===== config.mk =====
export PLATFORM = sky130hd
export DESIGN_NAME = flash_page_program_sequencer
export DESIGN_NICKNAME = d
export VERILOG_FILES = /design/src/fpps_pkg.sv /design/src/flash_page_program_sequencer.sv /design/src/fpps_chunk.sv
export SDC_FILE = /design/constraint.sdc
export NUM_CORES = 1
export LEC_CHECK = 0
export CORE_ASPECT_RATIO = 0.8
export CORE_MARGIN = 2
export CORE_UTILIZATION = 55
export DETAILED_ROUTE_END_ITERATION = 12
export DONT_BUFFER_PORTS = 1
export PLACE_DENSITY = 0.8
export RECOVER_POWER = 100
export SYNTH_ARGS = -nofsm -noshare
export SYNTH_HDL_FRONTEND = slang
export SYNTH_SLANG_ARGS = --single-unit
export TNS_END_PERCENT = 5

===== constraint.sdc =====
create_clock -name clk -period 6.55 [get_ports clk]
set_input_delay 0.9825 -clock clk [delete_from_list [all_inputs] [get_ports clk]]
set_output_delay 0.9825 -clock clk [all_outputs]
set_load 0.02 [all_outputs]

===== src/fpps_pkg.sv =====
// Shared types and constants of the flash page program sequencer.
// Used by fpps_chunk and flash_page_program_sequencer; depends on nothing.
package fpps_pkg;

  localparam int PAGE_BYTES_DEF   = 256;
  localparam int ADDRESS_BITS_DEF = 24;

  localparam int PAGE_W   = 16;
  localparam int OFFSET_W = 8;
  localparam int LEN_W    = 25;
  localparam int STATUS_W = 8;
  localparam int ADDR_W   = 24;
  localparam int BYTES_W  = 9;
  localparam int ACTION_W = 3;

  localparam int IN_TDATA_W  = 64;
  localparam int OUT_TDATA_W = 64;

  localparam logic CMD_START = 1'b0;
  localparam logic CMD_TICK  = 1'b1;

  localparam logic [STATUS_W-1:0] STATUS_BUSY = 8'h01;

  typedef enum logic [1:0] {
    PH_IDLE = 2'd0,
    PH_XFER = 2'd1,
    PH_PROG = 2'd2
  } phase_t;

  typedef enum logic [ACTION_W-1:0] {
    ACT_NONE   = 3'd0,
    ACT_CHUNK  = 3'd1,
    ACT_END    = 3'd2,
    ACT_DONE   = 3'd3,
    ACT_REJECT = 3'd4
  } action_t;

  typedef struct packed {
    logic [ADDR_W-1:0]  address;
    logic [BYTES_W-1:0] bytes;
  } chunk_t;

endpackage


===== src/flash_page_program_sequencer.sv =====
// Top level of the flash page program sequencer: input register, phase control,
// result register. Depends on fpps_pkg and fpps_chunk.
//
//  channel | direction | tuser  | tdata
//  in_     | request   | cmd    | first_page, start_offset, total_length, dma_done, flash_status
//  out_    | result    | action | chunk_address, chunk_bytes, data_position, is_idle
//
// One request per cycle unless out_tready holds the result register; a request is
// taken into the input register, and its result is offered from the result register.
// Each step is one compare-and-update on the sequence registers plus the chunk
// subtract and compare in fpps_chunk.
// Reset is synchronous, active low, and returns the sequencer to idle with empty stages.
// When out_tready is low the input register still takes one more request.
module flash_page_program_sequencer #(
  parameter int PAGE_BYTES   = fpps_pkg::PAGE_BYTES_DEF,
  parameter int ADDRESS_BITS = fpps_pkg::ADDRESS_BITS_DEF
) (
  input  logic                                 clk,
  input  logic                                 rst_n,
  input  logic                                 in_tvalid,
  output logic                                 in_tready,
  // [15:0] first_page, [23:16] start_offset, [48:24] total_length,
  // [49] dma_done, [57:50] flash_status, [63:58] zero
  input  logic [fpps_pkg::IN_TDATA_W-1:0]      in_tdata,
  // [0] cmd
  input  logic                                 in_tuser,
  output logic                                 out_tvalid,
  input  logic                                 out_tready,
  // [23:0] chunk_address, [32:24] chunk_bytes, [57:33] data_position,
  // [58] is_idle, [63:59] zero
  output logic [fpps_pkg::OUT_TDATA_W-1:0]     out_tdata,
  // [2:0] action
  output logic [fpps_pkg::ACTION_W-1:0]        out_tuser
);

  localparam int PAGE_BITS = $clog2(PAGE_BYTES);
  localparam logic [fpps_pkg::OFFSET_W-1:0] OFF_MASK =
    (PAGE_BITS >= fpps_pkg::OFFSET_W) ? {fpps_pkg::OFFSET_W{1'b1}}
                                      : fpps_pkg::OFFSET_W'((1 << PAGE_BITS) - 1);

  // input register
  logic                              s1_v_r;
  logic                              s1_cmd_r;
  logic [fpps_pkg::PAGE_W-1:0]       s1_page_r;
  logic [fpps_pkg::OFFSET_W-1:0]     s1_off_r;
  logic [fpps_pkg::LEN_W-1:0]        s1_len_r;
  logic                              s1_dma_r;
  logic [fpps_pkg::STATUS_W-1:0]     s1_stat_r;

  // sequence state
  fpps_pkg::phase_t                  phase_r, phase_nxt;
  logic [fpps_pkg::PAGE_W-1:0]       page_r, page_nxt;
  logic [fpps_pkg::OFFSET_W-1:0]     offset_r, offset_nxt;
  logic [fpps_pkg::LEN_W-1:0]        len_r, len_nxt;
  logic [fpps_pkg::LEN_W-1:0]        done_r, done_nxt;
  logic [fpps_pkg::BYTES_W-1:0]      count_r, count_nxt;

  // result register
  logic                              out_v_r;
  fpps_pkg::action_t                 out_action_r, action_nxt;
  logic [fpps_pkg::ADDR_W-1:0]       out_addr_r, addr_nxt;
  logic [fpps_pkg::BYTES_W-1:0]      out_bytes_r, bytes_nxt;
  logic [fpps_pkg::LEN_W-1:0]        out_pos_r, pos_nxt;
  logic                              out_idle_r;

  logic                              s1_adv;
  logic                              step;
  logic                              is_start;
  logic                              busy;
  logic [fpps_pkg::LEN_W-1:0]        done_sum;
  logic                              all_done;
  logic [fpps_pkg::PAGE_W-1:0]       calc_page;
  logic [fpps_pkg::OFFSET_W-1:0]     calc_off;
  logic [fpps_pkg::LEN_W-1:0]        calc_len;
  logic [fpps_pkg::LEN_W-1:0]        calc_done;
  fpps_pkg::chunk_t                  chunk;

  assign s1_adv    = !out_v_r || out_tready;
  assign in_tready = !s1_v_r || s1_adv;
  assign step      = s1_v_r && s1_adv;

  assign is_start = (s1_cmd_r == fpps_pkg::CMD_START);
  assign busy     = |(s1_stat_r & fpps_pkg::STATUS_BUSY);
  assign done_sum = done_r + fpps_pkg::LEN_W'(count_r);
  assign all_done = (done_sum >= len_r);

  // pick operands for the chunk: a fresh start or the next page
  always_comb begin
    if (is_start) begin
      calc_page = s1_page_r;
      calc_off  = s1_off_r & OFF_MASK;
      calc_len  = s1_len_r;
      calc_done = '0;
    end else begin
      calc_page = page_r + fpps_pkg::PAGE_W'(1);
      calc_off  = '0;
      calc_len  = len_r;
      calc_done = done_sum;
    end
  end

  fpps_chunk #(
    .PAGE_BYTES   (PAGE_BYTES),
    .ADDRESS_BITS (ADDRESS_BITS)
  ) u_chunk (
    .page_i   (calc_page),
    .offset_i (calc_off),
    .length_i (calc_len),
    .done_i   (calc_done),
    .chunk_o  (chunk)
  );

  // next phase
  always_comb begin
    phase_nxt = phase_r;
    if (is_start) begin
      if (phase_r == fpps_pkg::PH_IDLE) begin
        phase_nxt = fpps_pkg::PH_XFER;
      end
    end else begin
      case (phase_r)
        fpps_pkg::PH_XFER: begin
          if (s1_dma_r) begin
            phase_nxt = fpps_pkg::PH_PROG;
          end
        end
        fpps_pkg::PH_PROG: begin
          if (!busy) begin
            phase_nxt = all_done ? fpps_pkg::PH_IDLE : fpps_pkg::PH_XFER;
          end
        end
        default: phase_nxt = phase_r;
      endcase
    end
  end

  // result fields and sequence register updates
  always_comb begin
    action_nxt = fpps_pkg::ACT_NONE;
    addr_nxt   = '0;
    bytes_nxt  = '0;
    pos_nxt    = '0;
    page_nxt   = page_r;
    offset_nxt = offset_r;
    len_nxt    = len_r;
    done_nxt   = done_r;
    count_nxt  = count_r;
    if (is_start) begin
      if (phase_r == fpps_pkg::PH_IDLE) begin
        action_nxt = fpps_pkg::ACT_CHUNK;
        addr_nxt   = chunk.address;
        bytes_nxt  = chunk.bytes;
        pos_nxt    = '0;
        page_nxt   = calc_page;
        offset_nxt = calc_off;
        len_nxt    = s1_len_r;
        done_nxt   = '0;
        count_nxt  = chunk.bytes;
      end else begin
        action_nxt = fpps_pkg::ACT_REJECT;
      end
    end else begin
      case (phase_r)
        fpps_pkg::PH_XFER: begin
          if (s1_dma_r) begin
            action_nxt = fpps_pkg::ACT_END;
          end
        end
        fpps_pkg::PH_PROG: begin
          if (!busy) begin
            done_nxt = done_sum;
            if (all_done) begin
              action_nxt = fpps_pkg::ACT_DONE;
            end else begin
              action_nxt = fpps_pkg::ACT_CHUNK;
              addr_nxt   = chunk.address;
              bytes_nxt  = chunk.bytes;
              pos_nxt    = done_sum;
              page_nxt   = calc_page;
              offset_nxt = '0;
              count_nxt  = chunk.bytes;
            end
          end
        end
        default: action_nxt = fpps_pkg::ACT_NONE;
      endcase
    end
  end

  always_ff @(posedge clk) begin
    if (!rst_n) begin
      s1_v_r <= 1'b0;
    end else if (in_tready) begin
      s1_v_r <= in_tvalid;
    end
  end

  always_ff @(posedge clk) begin
    if (in_tready && in_tvalid) begin
      s1_cmd_r  <= in_tuser;
      s1_page_r <= in_tdata[15:0];
      s1_off_r  <= in_tdata[23:16];
      s1_len_r  <= in_tdata[48:24];
      s1_dma_r  <= in_tdata[49];
      s1_stat_r <= in_tdata[57:50];
    end
  end

  always_ff @(posedge clk) begin
    if (!rst_n) begin
      phase_r  <= fpps_pkg::PH_IDLE;
      page_r   <= '0;
      offset_r <= '0;
      len_r    <= '0;
      done_r   <= '0;
      count_r  <= '0;
    end else if (step) begin
      phase_r  <= phase_nxt;
      page_r   <= page_nxt;
      offset_r <= offset_nxt;
      len_r    <= len_nxt;
      done_r   <= done_nxt;
      count_r  <= count_nxt;
    end
  end

  always_ff @(posedge clk) begin
    if (!rst_n) begin
      out_v_r <= 1'b0;
    end else if (s1_adv) begin
      out_v_r <= s1_v_r;
    end
  end

  always_ff @(posedge clk) begin
    if (step) begin
      out_action_r <= action_nxt;
      out_addr_r   <= addr_nxt;
      out_bytes_r  <= bytes_nxt;
      out_pos_r    <= pos_nxt;
      out_idle_r   <= (phase_nxt == fpps_pkg::PH_IDLE);
    end
  end

  assign out_tvalid = out_v_r;
  assign out_tuser  = out_action_r;
  assign out_tdata  = {5'd0, out_idle_r, out_pos_r, out_bytes_r, out_addr_r};

endmodule


===== src/fpps_chunk.sv =====
// Chunk calculator: flash address and byte count of the chunk at a page and offset.
// Depends on fpps_pkg.
module fpps_chunk #(
  parameter int PAGE_BYTES   = fpps_pkg::PAGE_BYTES_DEF,
  parameter int ADDRESS_BITS = fpps_pkg::ADDRESS_BITS_DEF
) (
  input  logic [fpps_pkg::PAGE_W-1:0]   page_i,
  input  logic [fpps_pkg::OFFSET_W-1:0] offset_i,
  input  logic [fpps_pkg::LEN_W-1:0]    length_i,
  input  logic [fpps_pkg::LEN_W-1:0]    done_i,
  output fpps_pkg::chunk_t              chunk_o
);

  localparam int PAGE_BITS = $clog2(PAGE_BYTES);
  localparam int FAW       = fpps_pkg::PAGE_W + PAGE_BITS;
  localparam logic [32:0] AMASK_W = (33'd1 << ADDRESS_BITS) - 33'd1;
  localparam logic [31:0] AMASK   = AMASK_W[31:0];
  localparam logic [fpps_pkg::LEN_W-1:0] PAGE_LEN = fpps_pkg::LEN_W'(PAGE_BYTES);

  logic [FAW-1:0]                full_addr;
  logic [31:0]                   addr32;
  logic [fpps_pkg::LEN_W-1:0]    room;
  logic [fpps_pkg::LEN_W-1:0]    left;
  logic [fpps_pkg::LEN_W-1:0]    count;

  assign full_addr = {page_i, {PAGE_BITS{1'b0}}} | FAW'(offset_i);
  assign addr32    = 32'(full_addr) & AMASK;
  assign room      = PAGE_LEN - fpps_pkg::LEN_W'(offset_i);
  assign left      = (length_i > done_i) ? (length_i - done_i) : '0;
  assign count     = (room < left) ? room : left;

  assign chunk_o.address = addr32[fpps_pkg::ADDR_W-1:0];
  assign chunk_o.bytes   = count[fpps_pkg::BYTES_W-1:0];

endmodule

==> run summary <==
The launch instance of the worst register-to-register path was count_r[0]$_SDFFE_PN0P_. The critical path capture point type is a flip-flop. On the worst path, the slowest cell contributes a delay of 0.38 ns.

The largest individual stage delay along the critical path comes from the cell sky130_fd_sc_hd__dfxtp_4. Of the cells placed in the final design, the portion with a size suffix greater than 1 is 19.6%. From bottom edge to top edge, the die measures 132 um.

The logs give 911 uW for the switching power of the nets and 138 for the count of pins on the block boundary. After synthesis the netlist holds a flip-flop and latch count of 193. Dividing the final minimum period by the clock period gives 99.3%. Arrival time at the worst endpoint: 6.88 ns. The run gives 2 as the worst-case clock buffer depth. Summing the areas of all fa, ha and maj instances in the mapped netlist gives 8.35% of the synthesized area. The number of hold violations in the final report was 0. The clock reaches the later pin of the worst-skew pair after 0.45 ns. The library cell used most frequently in the layout, excluding fill and tap cells, is sky130_fd_sc_hd__nand2_1.

The endpoint identified for the worst register-to-register timing path is count_r[8]$_SDFFE_PN0P_. The flow ran to the end, but the final reports show violations. Summed over all layers, the global routing overflow is 0. The logs give 1202 for the number of DRC violations after detailed-routing iteration 0 and 1420 for the number of nets in the finished design. In this run the worst hold path is classified as flip-flop to flip-flop. Summed over all layers, the routed wires come to 30200 um. For this run, the number of standard cells in the final layout without fillers is 1554. The die covers 0.0216 mm^2. The logs give 0 for the number of antenna violations at the first check in global routing and 0 for the remaining number of nets flagged by the antenna check after routing. Setup violations remaining at the end of the flow were counted as 0. The via-per-instance ratio is 6.02.

TritonCTS built the clock tree. Sequential cells burn 46.2% of the power. The run gives 4 as the CTS H-tree depth. In the layout the commonest cells are sky130_fd_sc_hd__nand2_1 (156), sky130_fd_sc_hd__edfxtp_1 (114), sky130_fd_sc_hd__buf_4 (105), sky130_fd_sc_hd__a21oi_1 (103), sky130_fd_sc_hd__nor2_1 (91). The critical path launch point type is a flip-flop. The tools report the antenna cell count as 0. The final reports fail on max-capacitance violations, max-slew violations. Dividing total power by cell area gives a power density of 231 mW/mm^2. For the pin with the worst max-slew slack, the measured transition is 3.60 ns.

The tools report the sequential share of the synthesized area as 44.4%. At the worst endpoint, the required time is 6.92 ns. The beginning of the worst hold path was done_r[7]$_SDFFE_PN0P_. The worst hold-check slack is 0.468 ns. For the final database, setup skew stands at 0.0143 ns. The wire length per cell is 19.4 um, and the proportion of power drawn by the clock network is 35.3%. The first global-routing pass estimated 46700 um of wire.

The pin count of the biggest net entering global routing was 73. The worst relative slew slack is -140%, and the fraction of synthesized cell area in xor and xnor cells is 4.04%. The synthesized netlist devotes 16.4% of its cell area to compound gates.

Setup repair after global routing could not meet its margin everywhere. Setup slack closes at 0.0434 ns. During synthesis, Yosys emitted a total of 0 warnings.

For the maximum vdd ir drop, the log shows 0.156 mV. The completed layout was analyzed and its total power is 3.03 mW. The combinational family with the most area after synthesis is simple AND/OR/NAND/NOR gates. The final max-slew violation count is 121, and the via count of the first global-routing pass is 8678.

Internal power comes to 2.12 mW. The placed instance count was 1511. The cell that appears most often on the critical path is sky130_fd_sc_hd__buf_4.

Global routing used 27.6% of the available tracks. The startpoint-to-endpoint class of the critical path is flip-flop to flip-flop. The synthesized instance count was 1212.

Summed over all cells, the static leakage comes to 4.95 nW. The tools report the summed instance area of the synthesized netlist as 0.0113 mm^2. The multiplexer fraction of the synthesized cell area works out to 4.38%. Weighted congestion reported at the end of routability-driven placement: 0.950. The instance count along the most critical hold path works out to 2.

Cell at the root of the clock tree: sky130_fd_sc_hd__clkbuf_16. Of the total power, the share spent switching nets is 30.1%. The post-synthesis to final-layout area growth was 16.6%; the distinct cell type count after synthesis was 75. Yosys mapped a number of flops with a built-in enable equal to 114. For the final routed database, the setup TNS stands at 0 ns. The wire-length estimate of the detail-placed layout is 21600 um. Port buffering added 0 buffers.

The post-placement setup slack was -0.428 ns. Per report_power, the combinational group accounts for 18.5% of the total. After layout, the minimum clock period comes to 6.51 ns. Number of detailed-route iterations in the first pass: 5. The die is 164 um wide. The detailed router placed 9351 vias in this run. The tool flagged a number of max-cap violations equal to 2. The core region is 0.0200 mm^2. The worst register-to-register path has a setup slack of 0.04 ns. The flip-flop cell with the highest count after synthesis is sky130_fd_sc_hd__edfxtp_1.

The clock sink count is 193. For hold timing, the worst endpoint is done_r[7]$_SDFFE_PN0P_. Clock tree synthesis inserted a total of 17 buffers. The share of async-settable or async-resettable flops after synthesis is 0%, and the post-detailed-route DRC marker count is 0. Of the total synthesized cell area, the portion taken by AND, OR, NAND and NOR gates is 17.8%.

Clock-pin slew was measured on the worst setup and hold paths at 0.08 ns. The standard-cell row count is 46. The synthesized area per cell was 9.29 um^2; the effective utilization at floorplan was 56.4%.

The number of cells on the worst reg-to-reg path is 38. The critical-path maximum fanout was 7. For the maximum frequency from static timing analysis, the log shows 154 MHz.
==> sequential cells by signal (all words and copies together) (netlist names), 2 cells and up <==
name and cells:
s1_len_r 25, s1_off_r 8, phase_r 2, s1_page_r 16, len_r 25, page_r 16
out_addr_r 24, done_r 25, out_bytes_r 9, out_pos_r 25, out_tuser 3, count_r 9
==> stage by stage <==
step	util, %	area [um^2]
2_1_floorplan	-	11300
3_3_place_gp	60.5	12100
3_5_place_dp	60.5	12100
4_1_cts	64.0	12800
5_1_grt	65.7	13100
6_report	65.7	13100
==> worst max-delay path: cells and delay by family, from the launching register on <==
family,cells,cell delay [ns]
and+or+nand+nor,11,1.38
adders and majority gates,4,1.01
AOI/OAI and AO/OA,13,2.21
buffers and inverters,9,1.30
DFF,1,0.38
xor gates and xnor gates,1,0.13
==> per-layer routing <==
layer	track usage, %	vias to the layer above	part of all wire (%)	routed length [um]
met5	0	-	0	0
met4	8.04	0	2.2	653
met3	5.88	46	9.4	2830
met2	38.9	456	43	12900
met1	42.4	4380	46	13800
li1	-	4469	-	-
==> area by class of cell <==
class / count / area, um^2
inverters: 53 / 199
clock buffers: 17 / 425
well taps: 264 / 330
multi-input cells: 900 / 6140
clock inverters: 15 / 171
repair buffers: 112 / 853
fillers: 1528 / 6840
flip-flops and latches: 193 / 5010
==> cells in the mapped netlist (5+ instances only) <==
| library cell | count | area (um^2) |
|---|---|---|
| sky130_fd_sc_hd__nand2_1 | 164 | 616 |
| sky130_fd_sc_hd__edfxtp_1 | 114 | 3420 |
| sky130_fd_sc_hd__a21oi_1 | 113 | 566 |
| sky130_fd_sc_hd__nor2_1 | 99 | 372 |
| sky130_fd_sc_hd__dfxtp_1 | 79 | 1580 |
| sky130_fd_sc_hd__ha_1 | 72 | 901 |
| sky130_fd_sc_hd__o21ai_0 | 56 | 280 |
| sky130_fd_sc_hd__inv_1 | 53 | 199 |
| sky130_fd_sc_hd__clkbuf_1 | 44 | 165 |
| sky130_fd_sc_hd__and2_1 | 36 | 225 |
| sky130_fd_sc_hd__nand3_1 | 30 | 150 |
| sky130_fd_sc_hd__xnor2_1 | 30 | 263 |
| sky130_fd_sc_hd__mux2_2 | 29 | 327 |
| sky130_fd_sc_hd__xor2_1 | 22 | 193 |
| sky130_fd_sc_hd__nand4_1 | 21 | 131 |
| sky130_fd_sc_hd__nor3_1 | 21 | 105 |
| sky130_fd_sc_hd__a21o_1 | 18 | 135 |
| sky130_fd_sc_hd__a31oi_1 | 18 | 113 |
| sky130_fd_sc_hd__mux2i_1 | 14 | 140 |
| sky130_fd_sc_hd__and3_1 | 10 | 62.6 |
| sky130_fd_sc_hd__buf_2 | 10 | 50.1 |
| sky130_fd_sc_hd__o21a_1 | 10 | 75.1 |
| sky130_fd_sc_hd__nand2b_1 | 9 | 56.3 |
| sky130_fd_sc_hd__o211ai_1 | 9 | 67.6 |
| sky130_fd_sc_hd__or3_1 | 9 | 56.3 |
| sky130_fd_sc_hd__a22o_1 | 8 | 70.1 |
| sky130_fd_sc_hd__buf_1 | 8 | 30.0 |
| sky130_fd_sc_hd__nor2b_1 | 8 | 50.1 |
| sky130_fd_sc_hd__nor4_1 | 8 | 50.1 |
| sky130_fd_sc_hd__o21ai_1 | 7 | 35.0 |
| sky130_fd_sc_hd__a211oi_1 | 6 | 45.0 |
| sky130_fd_sc_hd__buf_4 | 6 | 45.0 |
| sky130_fd_sc_hd__a22oi_1 | 5 | 37.5 |
==> kinds of logic (layout without fill, tap and decap cells) <==
kind of cell | after synthesis | in the layout
buf+inv | 123 | 197
xor+xnor | 52 | 52
flops | 193 | 193
compound gates | 294 | 294
simple gates | 430 | 430
fa+ha+maj | 74 | 74
other cells | 1 | 5
mux | 45 | 45
==> power groups by stage <==
stage               clock (mW)  combinational, mW  sequential, mW
global placement             0              0.487            1.42
floorplan                    0              0.346            1.41
global route              1.11              0.614            1.40
finish                    1.07              0.560            1.40
detailed placement           0              0.493            1.42
CTS                       1.07              0.508            1.40
==> timing repair <==
action                                  in CTS  in global routing
pin swaps                                   12                 32
resized for setup                           19                 62
endpoints found under the setup margin      18                 18
cloned                                       0                  0
endpoints found under the hold margin        0                  0
hold buffers                                 0                  0
buffers inserted                             2                  9
==> how the worst max path moves through the flow <==
| stage | end | start | cells after the start |
|---|---|---|---|
| 4_1_cts | count_r[8]$_SDFFE_PN0P_ | count_r[0]$_SDFFE_PN0P_ | 35 |
| 2_1_floorplan | out_bytes_r[7]$_DFFE_PP_ | done_r[0]$_SDFFE_PN0P_ | 32 |
| 6_report | count_r[8]$_SDFFE_PN0P_ | count_r[0]$_SDFFE_PN0P_ | 38 |
| 5_1_grt | count_r[8]$_SDFFE_PN0P_ | count_r[0]$_SDFFE_PN0P_ | 38 |
| 3_5_place_dp | out_bytes_r[0]$_DFFE_PP_ | count_r[0]$_SDFFE_PN0P_ | 31 |
| 3_3_place_gp | out_bytes_r[0]$_DFFE_PP_ | count_r[0]$_SDFFE_PN0P_ | 31 |
Note: power is estimated with default switching activity, not from simulation.
